<file path="config.mk">
export PLATFORM = sky130hd
export DESIGN_NAME = fsd_divider
export DESIGN_NICKNAME = d
export VERILOG_FILES = /design/src/rtl/core/fsd_pkg.sv /design/src/rtl/core/fsd_divider.sv
export SDC_FILE = /design/constraint.sdc
export NUM_CORES = 1
export LEC_CHECK = 0
export ABC_AREA = 1
export BUFFER_PORTS_ARGS = -buffer_cell sky130_fd_sc_hd__buf_2
export CORE_MARGIN = 2
export CORE_UTILIZATION = 58
export DETAILED_ROUTE_END_ITERATION = 7
export PLACE_DENSITY = 0.79
export SYNTH_ARGS = -nofsm -noshare
export SYNTH_HDL_FRONTEND = slang
export SYNTH_SLANG_ARGS = --single-unit
</file>
<file path="constraint.sdc">
create_clock -name clk -period 7.3 [get_ports clk]
set_input_delay 0.73 -clock clk [delete_from_list [all_inputs] [get_ports clk]]
set_output_delay 0.73 -clock clk [all_outputs]
set_load 0.05 [all_outputs]
</file>
<file path="src/rtl/core/fsd_pkg.sv">
// fsd_pkg: types, operation codes and constants for the forth stack datapath
// no dependencies
`timescale 1ns / 1ps
package fsd_pkg;

  localparam int STACK_DEPTH_DEF = 256;
  localparam int CELL_BITS_DEF   = 64;

  typedef enum logic [5:0] {
    OP_PUSH = 6'd0, OP_DUP = 6'd1, OP_OVER = 6'd2, OP_DROP = 6'd3,
    OP_DROPS = 6'd4, OP_DUPS = 6'd5, OP_SWAP = 6'd6, OP_SWAPS = 6'd7,
    OP_ADD = 6'd8, OP_SUB = 6'd9, OP_MUL = 6'd10, OP_DIV = 6'd11,
    OP_MOD = 6'd12, OP_INC = 6'd13, OP_DEC = 6'd14, OP_INCS = 6'd15,
    OP_DECS = 6'd16, OP_NE = 6'd17, OP_EQ = 6'd18, OP_GT = 6'd19,
    OP_LT = 6'd20, OP_UGT = 6'd21, OP_TOR = 6'd22, OP_RFROM = 6'd23,
    OP_RAT = 6'd24, OP_DROPR = 6'd25, OP_DROPR4 = 6'd26, OP_TOX = 6'd27,
    OP_XFROM = 6'd28, OP_X1 = 6'd29, OP_X2 = 6'd30, OP_X3 = 6'd31,
    OP_X4 = 6'd32, OP_XDROP = 6'd33, OP_I = 6'd34
  } op_t;

  typedef enum logic [1:0] {
    ERR_NONE = 2'd0, ERR_DIV0 = 2'd1, ERR_OVER = 2'd2, ERR_UNDER = 2'd3
  } err_t;

  typedef enum logic [2:0] {
    S_IDLE, S_READ, S_EXEC, S_DIV, S_MUL, S_WRITE, S_FETCH, S_OUT
  } state_t;

  typedef struct packed {
    logic [5:0]  kind;
    logic signed [63:0] literal;
  } in_beat_t;

  typedef struct packed {
    logic signed [63:0] top;
    logic signed [63:0] next_value;
    logic [8:0]  data_depth;
    logic [8:0]  return_depth;
    logic [8:0]  extra_depth;
    logic [1:0]  error;
  } out_beat_t;

endpackage

</file>
<file path="src/rtl/core/fsd_divider.sv">
// fsd_divider: radix-2 restoring signed divider, one quotient bit per cycle
// depends on fsd_pkg
`timescale 1ns / 1ps
module fsd_divider #(
  parameter int CELL_BITS = fsd_pkg::CELL_BITS_DEF
) (
  input  logic                 clk,
  input  logic                 rst_n,
  input  logic                 start,
  input  logic [CELL_BITS-1:0] dividend,
  input  logic [CELL_BITS-1:0] divisor,
  output logic                 done,
  output logic [CELL_BITS-1:0] quotient,
  output logic [CELL_BITS-1:0] remainder
);
  import fsd_pkg::*;

  localparam int CW = $clog2(CELL_BITS + 1);

  logic [CELL_BITS-1:0] q_r, q_nxt, d_r, d_nxt;
  logic [CELL_BITS:0]   rem_r, rem_nxt;
  logic [CW-1:0]        cnt_r, cnt_nxt;
  logic                 busy_r, busy_nxt, done_r, done_nxt;
  logic                 nq_r, nq_nxt, nr_r, nr_nxt;
  logic [CELL_BITS:0]   shifted, diff;

  always_comb begin
    q_nxt = q_r; d_nxt = d_r; rem_nxt = rem_r; cnt_nxt = cnt_r;
    busy_nxt = busy_r; done_nxt = 1'b0; nq_nxt = nq_r; nr_nxt = nr_r;
    shifted = {rem_r[CELL_BITS-1:0], q_r[CELL_BITS-1]};
    diff = shifted - {1'b0, d_r};
    if (start) begin
      nq_nxt = dividend[CELL_BITS-1] ^ divisor[CELL_BITS-1];
      nr_nxt = dividend[CELL_BITS-1];
      q_nxt = dividend[CELL_BITS-1] ? -dividend : dividend;
      d_nxt = divisor[CELL_BITS-1] ? -divisor : divisor;
      rem_nxt = '0;
      cnt_nxt = CW'(CELL_BITS);
      busy_nxt = 1'b1;
    end else if (busy_r) begin
      if (!diff[CELL_BITS]) begin
        rem_nxt = diff;
        q_nxt = {q_r[CELL_BITS-2:0], 1'b1};
      end else begin
        rem_nxt = shifted;
        q_nxt = {q_r[CELL_BITS-2:0], 1'b0};
      end
      cnt_nxt = cnt_r - 1'b1;
      if (cnt_r == CW'(1)) begin
        busy_nxt = 1'b0;
        done_nxt = 1'b1;
      end
    end
  end

  always_ff @(posedge clk) begin
    if (!rst_n) begin
      busy_r <= 1'b0;
      done_r <= 1'b0;
      cnt_r <= '0;
    end else begin
      busy_r <= busy_nxt;
      done_r <= done_nxt;
      cnt_r <= cnt_nxt;
    end
    q_r <= q_nxt; d_r <= d_nxt; rem_r <= rem_nxt; nq_r <= nq_nxt; nr_r <= nr_nxt;
  end

  assign done = done_r;
  assign quotient = nq_r ? -q_r : q_r;
  assign remainder = nr_r ? -rem_r[CELL_BITS-1:0] : rem_r[CELL_BITS-1:0];
endmodule

</file>
==> results by group, run 1 <==
Status
  – Status: completed

Floorplanning
  – Row cnt: 71
  – DIE WIDTH: 200 µm
  – DIE HEIGHT: 200 µm
  – Core area: 37800 µm²
  – Number of top-level pins: 260
  – Initial Util: 59.1%
  – Die area: 40200 µm²

Routing
  – Vias per cell: 5.52
  – Drt wl/cell: 19.0 µm
  – Vias: 25.4k
  – Router iterations before antenna repair: 7
  – Initial DRC Count: between 2k and 3k
  – DRC Markers: 0
  – Routed Antenna Nets: 0
  – Final wirelength: 87.3 mm

Clock network
  – Clk slew on worst S/H paths: approximately 0.060 ns
  – H-tree levels: 1
  – Clock Latency Late Sink: 0.56 ns
  – Post-CTS sizing: 0
  – CTS Buffer Depth: 3
  – Cts bufs inserted: 24
  – Hold bufs inserted after CTS: 0
  – CTS tree: done
  – CTS Root Cell: clkbuf_16
  – Num Clock Sinks: 203
  – Post-CTS Setup Inserts: 0

Logic synthesis
  – Cell taking the most area after synthesis: nand2_1
  – Synth Register Bits: 203
  – EDFF count, synth: between 100 and 150
  – Synth area leaders: nand2_1, edfxtp_1, inv_1
  – Synth Instances: 3828
  – Synth Cell Area: around 22000 µm²
  – Post-synth cell types: 50
  – Sequential area share after synthesis: about a quarter
  – Synthesized-area fraction occupied by adder cells: between 4 and 5%
  – Syn_area_per_cell: between 5 and 6 µm²
  – Xor and xnor area share after synthesis: about a tenth
  – Top FF cell, synth: edfxtp_1
  – Synth Net Count: 4030
  – Largest family of logic cells by synthesized area: simple AND/OR/NAND/NOR gates
  – Synth Area in Compound Gates: 6.35%
  – Synth warn: 0
  – Simple-Gate Fraction of Synth Area: 41.6%
  – Top cell type's share of synthesized area: 21.6%
  – Post-synthesis mux area share: 0%
  – Asr flop ratio synth: 0%

Final layout
  – Final nets: 4256
  – Commonest non-fill, non-tap cell in the layout: nand2_1
  – Ratio of cells with drive above 1 in the final layout: 9.36%
  – # fillers: 3785
  – Most frequent cells in the layout: nand2_1, inv_1, nor2_1
  – Syn-to-layout area delta: 11.6%

STA
  – Slew margin rel.: 8.02%
  – Max Freq: a little over 0.2 GHz
  – Setup TNS: 0 ns
  – Min Hold Slack: 0.371 ns
  – Max-slew violations: 0
  – Final Critical Period: between 4 and 5 ns
  – Max Clock Skew: ~0.037 ns
  – Final Hold Vio Count: 0
  – Worst-margin pin slew: 1.37 ns
  – Crit share post-route: 66.3%
  – Final setup viols: 0
  – RSZ-0062 raised after global routing: no

Setup path
  – CP max stage delay: 0.93 ns
  – CP max-delay cell: nor4_2
  – WS Path Type: register to output port
  – Arr. time, crit path: 4.11 ns
  – CP Max Fanout: 4
  – Crit end category: output port
  – Worst r2r src: q_r[63]
  – CP required: between 6 and 7 ns
  – Startpoint types: register
  – Crit-path cells: inv_1 > ha_1 > inv_1 > nor3_2 > nand2_1 > nor4_2 > xor2_1 > nand2_1 > o21ai_0 > buf_2
  – CP startpoint: rem_r[0]

Power
  – VDD IR max: 0.000160 V
  – Combinational Power Share: 32.1%
  – Switch Pwr: 1.56 mW
  – Overall power: 4.02 mW
  – Clock network fraction of design power: 33.4%
  – Pwr Density: 161 nW/µm²
  – Leakage Power: around 14 nW
  – Cell-internal power: approximately 2.5 mW
  – Share of power burned in registers: approximately a third
  – Sw frac: 38.8%

Worst hold path
  – Hold path start: divisor[0]
  – Hold Path Class: input pin to register

GRT
  – Number of antenna violations at the first check in global routing: 16
  – Gr ovfl total: 0
  – Largest net degree at the start of global routing: 75
  – Vias in the first global route: approximately 24k
  – All-Layer GR Usage: 42.7%
  – Global-route wire length before repair: 133 mm

Place
  – Routability cong.: 1.14
  – DPL Wire Length: approximately 71 mm
  – PortBufs: 259

Flow run
  – Max_cap viols: 0
==> power by group through the flow <==
stage	sequential (mW)	combinational (mW)	clock [mW]
after floorplan	1.39	0.878	0
after global placement	1.41	1.25	0
after detailed placement	1.41	1.25	0
after CTS	1.39	1.26	1.35
after global routing	1.40	1.38	1.39
final	1.39	1.29	1.34
==> flip-flops by register name, summed over array words and instances (netlist names) <==
register	cells
q_r	64
nr_r	1
cnt_r	7
done	1
busy_r	1
rem_r	64
d_r	64
nq_r	1
==> Yosys cell counts, types with 52 or more instances <==
master,number
nand4_1,86
clkbuf_1,52
o21ai_0,146
xor2_1,211
nand2_1,1285
ha_1,70
a21oi_1,71
nand3_1,230
dfxtp_1,73
inv_1,729
edfxtp_1,130
nor3_1,65
nor2_1,436
==> metrics by stage <==
stage                     instance area, µm²  setup slack [ns]  utilization (%)  std cells
final                                  25000              2.46             65.9       4591
after floorplan                        22400              3.99                -       3828
after detailed placement               24100              3.00             63.6       4539
after global routing                   24900              2.42             65.9       4584
after CTS                              24900              2.38             65.9       4583
after global placement                 24100              2.99             63.6       4539
==> critical path: cells and delay by family, from the launching register on <==
kind	cells	cell delay [ns]
compound gates	1	0.52
xor+xnor	1	0.20
fa+ha+maj	1	0.34
buf+inv	3	0.71
flops	1	0.34
simple gates	4	1.43
==> final timing paths <==
| check | to | slack, ns | depth (start not counted) |
|---|---|---|---|
| hold / removal | d_r[0] | 0.37 | 1 |
| setup reg to reg | rem_r[16] | 3.63 | 20 |
| hold reg to reg | cnt_r[4] | 0.47 | 1 |
| setup / recovery | remainder[54] | 2.46 | 10 |
==> logic make-up after synthesis <==
family | after synthesis
compound gates | 268
xor+xnor | 257
fa+ha+maj | 71
buf+inv | 809
flops | 203
simple gates | 2220
==> layout make-up <==
| type | instances | area [µm²] | area share (%) |
|---|---|---|---|
| clock buffers | 29 | 619 | 2.48 |
| well taps | 511 | 639 | 2.56 |
| repair buffers | 273 | 1400 | 5.62 |
| inverters | 736 | 2760 | 11.1 |
| diodes | 8 | 20.0 | 0.0802 |
| flip-flops and latches | 203 | 5370 | 21.5 |
| multi-input cells | 2816 | 13900 | 55.7 |
| clock inverters | 15 | 243 | 0.973 |
==> metal layers <==
layer	up-vias	GRT usage (%)	share of wire, %
li1	12300	-	-
met1	11300	50.5	37
met4	18	30.5	8.4
met2	1400	68.1	43
met3	344	10.2	11
met5	-	0	0.14
(Power assumes the default switching activity.)
==> run 2, diff against run 1 <==
--- a/config.mk
+++ b/config.mk
@@ -5,12 +5,12 @@
 export SDC_FILE = /design/constraint.sdc
 export NUM_CORES = 1
 export LEC_CHECK = 0
-export ABC_AREA = 1
+export ABC_AREA = 0
 export BUFFER_PORTS_ARGS = -buffer_cell sky130_fd_sc_hd__buf_2
 export CORE_MARGIN = 2
 export CORE_UTILIZATION = 58
 export DETAILED_ROUTE_END_ITERATION = 7
-export PLACE_DENSITY = 0.79
+export PLACE_DENSITY = 0.81
 export SYNTH_ARGS = -nofsm -noshare
 export SYNTH_HDL_FRONTEND = slang
 export SYNTH_SLANG_ARGS = --single-unit
==> constraint.sdc (replaced) <==
create_clock -name clk -period 4.9 [get_ports clk]
set_input_delay 0.49 -clock clk [delete_from_list [all_inputs] [get_ports clk]]
set_output_delay 0.49 -clock clk [all_outputs]
set_load 0.05 [all_outputs]
==> run 2 against run 1 <==
Net effect: clock skew fell by 0.020 ns; core utilization rose by 0.89 points; global-route usage fell by 8.6 points; hold slack got worse by 0.21 ns; first-iteration DRC count fell by 40%; final cell count fell by 40%; clock power rose by 37%; flip-flop and latch count did not move; count of clock-buffer cells in the layout rose by 4; largest cell class unchanged.
==> results by group, run 2 <==
Status
  – Status: completed

Logic synthesis
  – Synth warn: 0
  – Synth Register Bits: 203
  – Syn_area_per_cell: 8.08 µm²
  – Most frequent cell after synthesis: nand2_1
  – Sequential area share after synthesis: 31.0%
  – Synth Net Count: 2344
  – Synth Cell Area: 17300 µm²
  – Synth cell count leaders: nand2_1, xnor2_1, nor2_1, a21oi_1, o21ai_0
  – Synth area leaders: edfxtp_1, xnor2_1, dfxtp_1
  – Asr flop ratio synth: 0%
  – Post-synth cell types: 81
  – Cell taking the most area after synthesis: edfxtp_1
  – Synth Instances: roughly 2.1k
  – Top cell type's share of synthesized area: 22.5%
  – Top FF cell, synth: edfxtp_1
  – EDFF count, synth: 130

Routing
  – Routed Antenna Nets: 0
  – DRC Markers: 0
  – Vias: 17.3k
  – Initial DRC Count: 1709
  – Vias per cell: around 6.3
  – Drt wl/cell: around 20 µm
  – Final wirelength: 54.5 mm
  – Router iterations before antenna repair: 6

Clock network
  – CTS Buffer Depth: 3
  – CTS tree: done
  – Post-CTS Setup Inserts: 0
  – Clk slew on worst S/H paths: 0.06 ns
  – Clock Latency Late Sink: 0.54 ns
  – Hold bufs inserted after CTS: 0
  – Post-CTS sizing: 0
  – H-tree levels: 1
  – Cts bufs inserted: 24
  – Num Clock Sinks: approximately 200
  – CTS Root Cell: clkbuf_16

STA
  – Slew margin rel.: 22.7%
  – Max Freq: 0.213 GHz
  – Final Critical Period: ~4.7 ns
  – Worst-margin pin slew: 1.16 ns
  – Max-slew violations: 0
  – Crit share post-route: about 96%
  – Setup TNS: 0 ns
  – RSZ-0062 raised after global routing: no
  – Final setup viols: 0
  – Final Hold Vio Count: 0
  – Max Clock Skew: 0.0167 ns

Setup path
  – Arr. time, crit path: approximately 4.2 ns
  – CP required: 4.41 ns
  – CP Max Fanout: 8
  – CP max-delay cell: or4_1
  – Crit-path cells: or4_1 > nor4_1 > nor3b_1 > nand4_1 > nor2_1 > nand2_1 > o41ai_1 > xnor2_1 > buf_2
  – WS Path Type: register to output port
  – Crit end category: output port
  – CP max stage delay: roughly 0.66 ns
  – Startpoint types: register
  – R2R Setup Slk: about 0.42 ns

Floorplanning
  – Row cnt: 63
  – DIE WIDTH: 177 µm
  – Die area: 31200 µm²
  – Core area: around 29000 µm²
  – Number of top-level pins: 260
  – Initial Util: 58.7%
  – DIE HEIGHT: 177 µm

GRT
  – Gr ovfl total: 0
  – Largest net degree at the start of global routing: 107
  – Vias in the first global route: 16.1k
  – Number of antenna violations at the first check in global routing: 3
  – All-Layer GR Usage: 34.1%
  – Global-route wire length before repair: 85.4 mm

Final layout
  – Ratio of cells with drive above 1 in the final layout: around 15%
  – Syn-to-layout area delta: 13.8%
  – Top Registers: d_r (64), q_r (64), rem_r (64)
  – Most frequent cells in the layout: buf_2, nand2_1, xnor2_1
  – Post-layout util: between 60% and 70%
  – Commonest non-fill, non-tap cell in the layout: buf_2
  – Final nets: 2546

Place
  – Routability cong.: 1.02
  – DPL Wire Length: roughly 42 mm
  – PortBufs: ~260

Power
  – Pwr Density: 336 nW/µm²
  – Overall power: 6.61 mW
  – VDD IR max: 0.000271 V
  – Leakage Power: 7.67 nW

Flow run
  – Max_cap viols: 0

Worst hold path
  – Hold Path Class: input pin to register
run 2: final timing paths:
| check | start | end | depth (start not counted) |
|---|---|---|---|
| max reg2reg | rem_r[46] | rem_r[5] | 10 |
| max | rem_r[21] | remainder[57] | 9 |
| min | divisor[0] | d_r[0] | 1 |
| min reg2reg | cnt_r[1] | cnt_r[1] | 2 |
run 2: where the power goes:
part	leakage (nW)	switching [mW]	internal [mW]
clock	0.389	0.737	1.09
sequential	1.87	0.172	2.01
combinational	5.41	1.82	0.774
run 2: routing by layer:
metal  up-vias  routed length [µm]  GRT usage (%)
met5         -                  13              0
met4         2                2160           13.4
met2       837               24700           55.7
met1      8054               22600           44.8
li1       8306                   -              -
met3       146                5030           5.97
run 2: kinds of logic (layout without fill, tap and decap cells):
| family | after synthesis | in the layout | synth area share [%] |
|---|---|---|---|
| XOR/XNOR | 289 | 289 | 14.6 |
| multiplexers | 4 | 4 | 0.238 |
| flip-flops | 203 | 203 | 31.0 |
| adder cells (fa/ha/maj) | 71 | 71 | 5.17 |
| AND/OR/NAND/NOR | 728 | 728 | 20.3 |
| buffers and inverters | 224 | 444 | 4.96 |
| other | 0 | 2 | 0 |
| AO/OA/AOI/OAI | 623 | 623 | 23.7 |
run 2: metrics by stage:
stage | worst slack (ns) | instance area (µm²) | std cells | hold WS (ns)
floorplan | 1.29 | 17300 | 2142 | 0.469
global placement | 0.631 | 18900 | 2708 | 0.485
detailed placement | 0.589 | 18900 | 2708 | 0.492
CTS | 0.268 | 19700 | 2752 | 0.150
global route | 0.0251 | 19700 | 2753 | 0.166
finish | 0.199 | 19700 | 2754 | 0.163
run 2: final cells by class:
cell class | count | area [µm²]
diodes | 2 | 5.00
clock buffers | 33 | 654
clock inverters | 11 | 146
fillers | 2539 | 9780
inverters | 109 | 409
multi-input cells | 1715 | 11100
flip-flops and latches | 203 | 5370
well taps | 390 | 488
repair buffers | 291 | 1550
run 2: worst max-delay path, delay by kind of cell (launching register included):
kind	cells	cell delay, ns
buffers and inverters	1	0.30
AOI/OAI and AO/OA	1	0.40
and+or+nand+nor	6	2.40
DFF	1	0.39
xor gates and xnor gates	1	0.19
